--- config.mk ---
export PLATFORM = sky130hd
export DESIGN_NAME = sdac_divider
export DESIGN_NICKNAME = d
export VERILOG_FILES = /design/src/sv/sdac_pkg.sv /design/src/sv/sdac_divider.sv
export SDC_FILE = /design/constraint.sdc
export NUM_CORES = 2
export LEC_CHECK = 0
export BUFFER_PORTS_ARGS = -buffer_cell sky130_fd_sc_hd__buf_2
export CORE_UTILIZATION = 57
export CTS_CLUSTER_SIZE = 12
export DETAILED_ROUTE_END_ITERATION = 7
export GPL_ROUTABILITY_DRIVEN = 0
export PLACE_DENSITY = 0.81
export SETUP_SLACK_MARGIN = 0.15
export SYNTH_ARGS = -nofsm -noshare
export SYNTH_HDL_FRONTEND = slang
export SYNTH_SLANG_ARGS = --single-unit
--- constraint.sdc ---
create_clock -name clock -period 3.9 [get_ports clock]
set_clock_uncertainty 0.05 [all_clocks]
set_input_delay 0.39 -clock clock [delete_from_list [all_inputs] [get_ports clock]]
set_output_delay 0.39 -clock clock [all_outputs]
set_load 0.01 [all_outputs]
--- src/sv/sdac_pkg.sv ---
// Shared types and constants of the slice depth attenuation corrector.
`timescale 1ns / 1ps
package sdac_pkg;

   localparam int PIXELS      = 65536;
   localparam int PIX_W       = $clog2(PIXELS);
   localparam int GAIN_W      = 24;
   localparam int VOXEL_W     = 16;
   localparam int OUT_W       = 24;
   localparam int PCT_W       = 15;
   localparam int CSR_IDX_W   = 8;
   localparam int CSR_DATA_W  = 16;
   localparam int DIV_STEPS   = OUT_W;
   localparam int QUEUE_DEPTH = 32;
   localparam int QUEUE_PTR_W = $clog2(QUEUE_DEPTH);

   localparam logic [GAIN_W-1:0] GAIN_ONE = 24'h800000;
   localparam logic [OUT_W-1:0]  OUT_MAX  = 24'hFFFFFF;

   localparam logic [15:0] THRESHOLD_RESET = 16'd1;
   localparam logic [15:0] DECAY_RESET     = 16'd65470;

   typedef enum logic [CSR_IDX_W-1:0] {
      CSR_THRESHOLD = 8'd0,
      CSR_DECAY     = 8'd1
   } csr_index_type;

   typedef struct packed {
      logic [VOXEL_W-1:0] voxel_value;
      logic [15:0]        smoothed_value;
      logic [PIX_W-1:0]   pixel_index;
      logic               first_slice;
   } req_type;

   typedef struct packed {
      logic [OUT_W-1:0] corrected_value;
      logic [PCT_W-1:0] attenuation_percent;
   } rsp_type;

   // Hand-off from the gain front end to the divider back end.
   typedef struct packed {
      logic               valid;
      logic [VOXEL_W-1:0] voxel;
      logic [GAIN_W-1:0]  gain;
   } work_type;

   // One divider stage.
   typedef struct packed {
      logic [GAIN_W-1:0] rem;
      logic [OUT_W-1:0]  quo;
      logic [GAIN_W-1:0] divisor;
      logic              lsb;
      logic              sat;
      logic              zero;
      logic [PCT_W-1:0]  pct;
   } div_stage_type;

endpackage

--- src/sv/sdac_divider.sv ---
// Back end: pipelined restoring divider, one quotient bit per stage.
`timescale 1ns / 1ps
module sdac_divider import sdac_pkg::*; (
   input  logic     clock,
   input  logic     reset,
   input  work_type work,
   output logic     out_valid,
   output rsp_type  out_data
);

   logic          valid_ff [DIV_STEPS+1];
   div_stage_type stage_ff [DIV_STEPS+1];
   div_stage_type prep_in;
   logic [GAIN_W-1+7:0] pct_product;

   // The quotient overflows 24 bits exactly when voxel/2 reaches the gain.
   always_comb begin
      pct_product     = work.gain * 7'd100;
      prep_in.rem     = {{(GAIN_W-VOXEL_W+1){1'b0}}, work.voxel[VOXEL_W-1:1]};
      prep_in.quo     = '0;
      prep_in.divisor = work.gain;
      prep_in.lsb     = work.voxel[0];
      prep_in.sat     = {{(GAIN_W-VOXEL_W+1){1'b0}}, work.voxel[VOXEL_W-1:1]} >= work.gain;
      prep_in.zero    = (work.voxel == '0) && (work.gain == '0);
      prep_in.pct     = pct_product[PCT_W+14:15];
   end

   always_ff @(posedge clock) begin
      if (reset) begin
         for (int k = 0; k <= DIV_STEPS; k++) begin
            valid_ff[k] <= 1'b0;
         end
      end else begin
         valid_ff[0] <= work.valid;
         for (int k = 1; k <= DIV_STEPS; k++) begin
            valid_ff[k] <= valid_ff[k-1];
         end
      end
      stage_ff[0] <= prep_in;
   end

   // Each stage shifts in one numerator bit and tries one subtraction.
   for (genvar k = 1; k <= DIV_STEPS; k++) begin : g_step
      logic [GAIN_W:0] trial;
      logic            fits;
      div_stage_type   next_in;
      always_comb begin
         next_in = stage_ff[k-1];
         trial   = {stage_ff[k-1].rem, (k == 1) ? stage_ff[k-1].lsb : 1'b0};
         fits    = trial >= {1'b0, stage_ff[k-1].divisor};
         if (fits) begin
            next_in.rem = GAIN_W'(trial - {1'b0, stage_ff[k-1].divisor});
         end else begin
            next_in.rem = trial[GAIN_W-1:0];
         end
         next_in.quo = {stage_ff[k-1].quo[OUT_W-2:0], fits};
      end
      always_ff @(posedge clock) begin
         stage_ff[k] <= next_in;
      end
   end

   always_comb begin
      if (stage_ff[DIV_STEPS].zero) begin
         out_data.corrected_value = '0;
      end else if (stage_ff[DIV_STEPS].sat) begin
         out_data.corrected_value = OUT_MAX;
      end else begin
         out_data.corrected_value = stage_ff[DIV_STEPS].quo;
      end
      out_data.attenuation_percent = stage_ff[DIV_STEPS].pct;
   end

   assign out_valid = valid_ff[DIV_STEPS];

endmodule

Word-level counts from Yosys, hierarchy flattened --
Memories as Yosys holds them, arrays and structs flattened. Cells that the tools add are included.
Word-level totals: bits of input ports 43, memories kept 2, output and inout bits 40, register bits after elaboration 0, RAM bits 2275, logic and storage cells 134
Cells by class: reductions and logical operators 3, multiplexer cells 54, $lt $le $gt $ge 25, add/sub/neg operators 24, bitwise logic cells 25, $mul 1
Memories:
- stage_ff | depth 25, width 90, rd ports 25, clocked after Yosys merged registers in 0, write ports 25, RTL line sdac_divider.sv:12 | div_stage_type stage_ff [DIV_STEPS+1];
- valid_ff | depth 25, width 1, rd ports 25, clocked after Yosys merged registers in 0, write ports 25, RTL line sdac_divider.sv:11 | logic valid_ff [DIV_STEPS+1];
Operators with widths (number):
- 2-to-1 mux 24 bit | 26
- greater-or-equal comparator 25 x 24 -> 1 bit | 24
- subtractor 24 bit | 24
- multiplier 24 x 5 -> 28 bit, second input constant | 1
- 2-to-1 mux 1 bit | 28
- OR 1 bit | 25
- greater-or-equal comparator 15 x 24 -> 1 bit | 1
- logical NOT 24 bit | 1
- logical NOT 16 bit | 1
- logical AND 1 bit | 1

Logic depth before layout (Yosys ltp) --
depth after elaboration 3, mapped depth 18, mapped depth without buffers 18

Worst setup path before layout --
OpenSTA, ideal clock, no wires.
path type input to register, start input port work[7] (netlist bit), end memory stage_ff[0][12] (netlist bit), data required time 3.778 ns, slack 0.124 ns, data arrival time 3.654 ns, library setup time 0.072 ns, path buffers 0, stages on the path 17, path through ha_1 > ha_1 > inv_1 > fa_1 > inv_1 > ha_1 > a21oi_1 > o211ai_1 > a21oi_1 > o21ai_0 > a221o_1 > a41o_1 > and2_1 > o21ai_0 > nand2b_1 > a21oi_1 > xnor2_1
RTL lines:
- start, declared | RTL line sdac_divider.sv:6 | input work_type work,
- end, declared | RTL line sdac_divider.sv:12

==> run summary <==
## Worst setup path
- launch instance of the worst register-to-register path: stage_ff[1][289]$_DFF_P_
- crit path max fanout: 22
- flop-to-flop setup slack: 0.14 ns
- instance count on the critical path: 17
- worst r2r path cells: 17
- critical path required time: 4.56 ns
- sort of element at the end of the critical path: register
- cell-by-cell listing of the critical path: inv_1, ha_1, nor2b_1, o2111ai_2, nor4b_4, buf_4, nor2_1, a211oi_2, buf_4, o21ai_1, a311oi_2, o21bai_1, a211oi_4, buf_12, buf_6, nand2_1, o21ai_0
- family of cells with the greatest summed delay on the critical path: compound AO/OA/AOI/OAI gates
- critical path data arrival time: 4.42 ns
- CP most frequent cell: sky130_fd_sc_hd__buf_4
- critical path capture point: stage_ff[1][432]$_DFF_P_
- endpoint of the worst-slack reg-to-reg timing path: stage_ff[1][432]$_DFF_P_
- maximum cell stage delay along the critical path: 0.40 ns
- kind of critical path: reg2reg
- startpoint of the most critical setup path: stage_ff[1][289]$_DFF_P_
- nature of the critical path startpoint: register
- slowest cell on the critical path: sky130_fd_sc_hd__dfxtp_1
- sum of buffers and inverters on the critical path: 5

## Synth
- most instantiated library cell after synthesis: sky130_fd_sc_hd__dfxtp_1
- EDFF count, synth: 0
- area share of the leading cell type in the synthesized netlist: 0.512
- Post-Syn Nets: 8161
- most common library cells after synthesis: 1894 x sky130_fd_sc_hd__dfxtp_1, 799 x sky130_fd_sc_hd__inv_1, 666 x sky130_fd_sc_hd__ha_1
- total of flip-flops plus latches after synthesis: 1894
- Synth Instances: 7411
- part of the Yosys area used for sequential elements: 0.512
- Cell Area, Synth: 74000 µm²
- post-synth cell types: 79
- top_reg_cell synth: sky130_fd_sc_hd__dfxtp_1
- cell types occupying the most area after synthesis: sky130_fd_sc_hd__dfxtp_1 51%, sky130_fd_sc_hd__ha_1 11%, sky130_fd_sc_hd__inv_1 4.1%
- cell type contributing the most total cell area after synthesis: sky130_fd_sc_hd__dfxtp_1
- share of synthesized flip-flops with an asynchronous set or reset: 0
- Mapped Avg Cell Area: 9.99 µm²
- number of warnings printed during yosys synthesis: 0

## Final layout
- fraction of layout cells with a size suffix above 1: 0.0815
- area delta synth->final: 12.9%
- Non-Filler Instances: 9510
- final design area excluding fillers: 83500 µm²
- post-layout utilization of the core: 0.652
- number of fillers in the final layout: 9389
- number of nets in the finished design: 8438

## STA
- post-route clock period utilization: 0.965
- final hold violation count: 0
- Slew headroom: 0.459
- number of pins with negative max-slew slack in the final report: 0
- PnR worst setup slack: 0.136 ns
- RSZ-0062 raised after global routing: yes
- setup-violating endpoint count in the final report: 0
- min cycle time layout: 3.76 ns
- worst-margin pin slew: 0.811 ns
- maximum achievable frequency: 266 MHz
- Min Hold Slack: 0.212 ns

## Run
- max-cap violations: 0

## Placement
- count of input and output buffers: 82
- Placed Area: 77000 µm²
- detailed placement HPWL: 112000 µm
- placed cell count: 9168
- post-placement setup slack: -0.344 ns

## Clock network
- TritonCTS clock tree: built
- Num CTS Buffers: 187
- worst-skew pair later-pin latency: 0.82 ns
- number of levels the H-tree was split into: 4
- clock tree root driver cell: sky130_fd_sc_hd__clkbuf_16
- number of clock sinks seen by CTS: 1894
- clk buf depth: 3
- clock-pin slew on the worst setup and hold paths: 0.06 ns

## Global route
- number of antenna violations at the first check in global routing: 9
- global-route wire length before repair: 260000 µm
- maximum number of pins on one net before global-route repair: 49
- Overall Global Routing Usage: 0.240
- vias in the first global route: 52900
- grt total ovfl: 0

## Detailed routing
- number of iterations in the first detailed-routing pass: 8
- 1st-iter DRT viols: 3938
- Total Wirelength: 164000 µm
- count of vias placed by the detailed router: 52700
- post-route ant nets: 0
- post-detailed-route DRC marker count: 0
- Via-to-Cell Ratio: 5.55
- final routed wire length divided by cell count: 17.2 µm

## Pwr
- leakage power of the design: 0.0392 µW
- areal power density over the cells: 865 nW/µm²
- largest voltage drop on the vdd net: 512 µV

## Die
- die area: 131000 µm²
- number of rows created at floorplan: 131
- number of placed I/O pins: 83
- Chip Height: 362 µm
- Core ar.: 128000 µm²
- initial standard-cell utilization of the core: 0.577
- horizontal die dimension: 362 µm

## Status
- status: finished, final reports clean

## Worst hold path
- Hold Startpoint: work[14]
- worst min-delay path category: in2reg

==> metrics by stage <==
stage / TNS, ns / total power [µW]
after global routing: -0.0110 / 76600
after floorplan: 0 / 47100
after detailed placement: -1.21 / 54000
after CTS: 0 / 71600
after global placement: -0.755 / 52800
final: 0 / 72200
==> registers in the layout (all words and copies together) (netlist names) <==
| name | flops |
|---|---|
| stage_ff | 1869 |
| valid_ff | 25 |
==> metal layers <==
layer,up-vias,GRT usage,share of wire
met3,535,0.0401,0.059
met4,8,0.103,0.043
met1,24700,0.283,0.40
met5,-,0,0.00027
met2,1907,0.430,0.49
li1,25600,-,-
==> cells by family after synthesis <==
group	Yosys count	share of synthesized area
DFF	1894	0.512
buffers and inverters	953	0.0495
and+or+nand+nor	1561	0.0989
adders and majority gates	707	0.124
muxes	119	0.0180
AOI/OAI and AO/OA	1727	0.144
xor gates and xnor gates	450	0.0533
==> cell usage in the layout (no fill, tap or decap), drive strengths merged, types with 59 or more instances in the layout <==
master  Yosys  layout
nor3       72      72
nor2b     117     117
a21o      253     253
dfxtp    1894    1894
o21a       70      70
ha        666     666
nand2     538     538
clkbuf    116     252
inv       800     806
nand3      93      93
a21oi     479     479
and3       59      59
buf        37     196
o21ai     544     544
xnor2     249     249
nand4      62      62
nor2      390     390
nand2b    105     105
xor2      201     201
mux2      112     112
==> report_power, final <==
group	internal (µW)	switching, µW
registers	25400	2790
logic	12000	15200
clock network	9500	7300
==> how the worst min path moves through the flow <==
| stage | depth (start not counted) | slack [ns] | end |
|---|---|---|---|
| 3_5_place_dp | 0 | 0.26 | stage_ff[1][238]$_DFF_P_ |
| 5_1_grt | 2 | 0.20 | stage_ff[0][17]$_DFF_P_ |
| 4_1_cts | 2 | 0.16 | stage_ff[0][17]$_DFF_P_ |
| 6_report | 2 | 0.21 | stage_ff[0][32]$_DFF_P_ |
| 2_1_floorplan | 0 | 0.26 | stage_ff[0][1000]$_DFF_P_ |
| 3_3_place_gp | 0 | 0.26 | stage_ff[0][634]$_DFF_P_ |
==> layout make-up <==
| cell class | instances | area (µm²) | share of cell area |
|---|---|---|---|
| Sequential cell | 1894 | 37900 | 0.454 |
| Timing Repair Buffer | 240 | 1950 | 0.0233 |
| Multi-Input combinational cell | 4565 | 32800 | 0.393 |
| Inverter | 800 | 3000 | 0.0359 |
| Antenna cell | 2 | 5.00 | 0.0000599 |
| Tap cell | 1729 | 2160 | 0.0259 |
| Clock inverter | 28 | 504 | 0.00604 |
| Clock buffer | 252 | 5190 | 0.0622 |
==> timing repair <==
| item | 4_1_cts | 5_1_grt |
|---|---|---|
| gates resized for setup | 7 | 58 |
| gates cloned | 2 | 2 |
| hold buffers | 43 | 0 |
| setup endpoints to repair | 48 | 308 |
| hold endpoints to repair | 67 | 0 |
| setup buffers | 5 | 8 |
| pin swaps | 6 | 25 |
No activity file was read; power rests on OpenSTA's default activity.
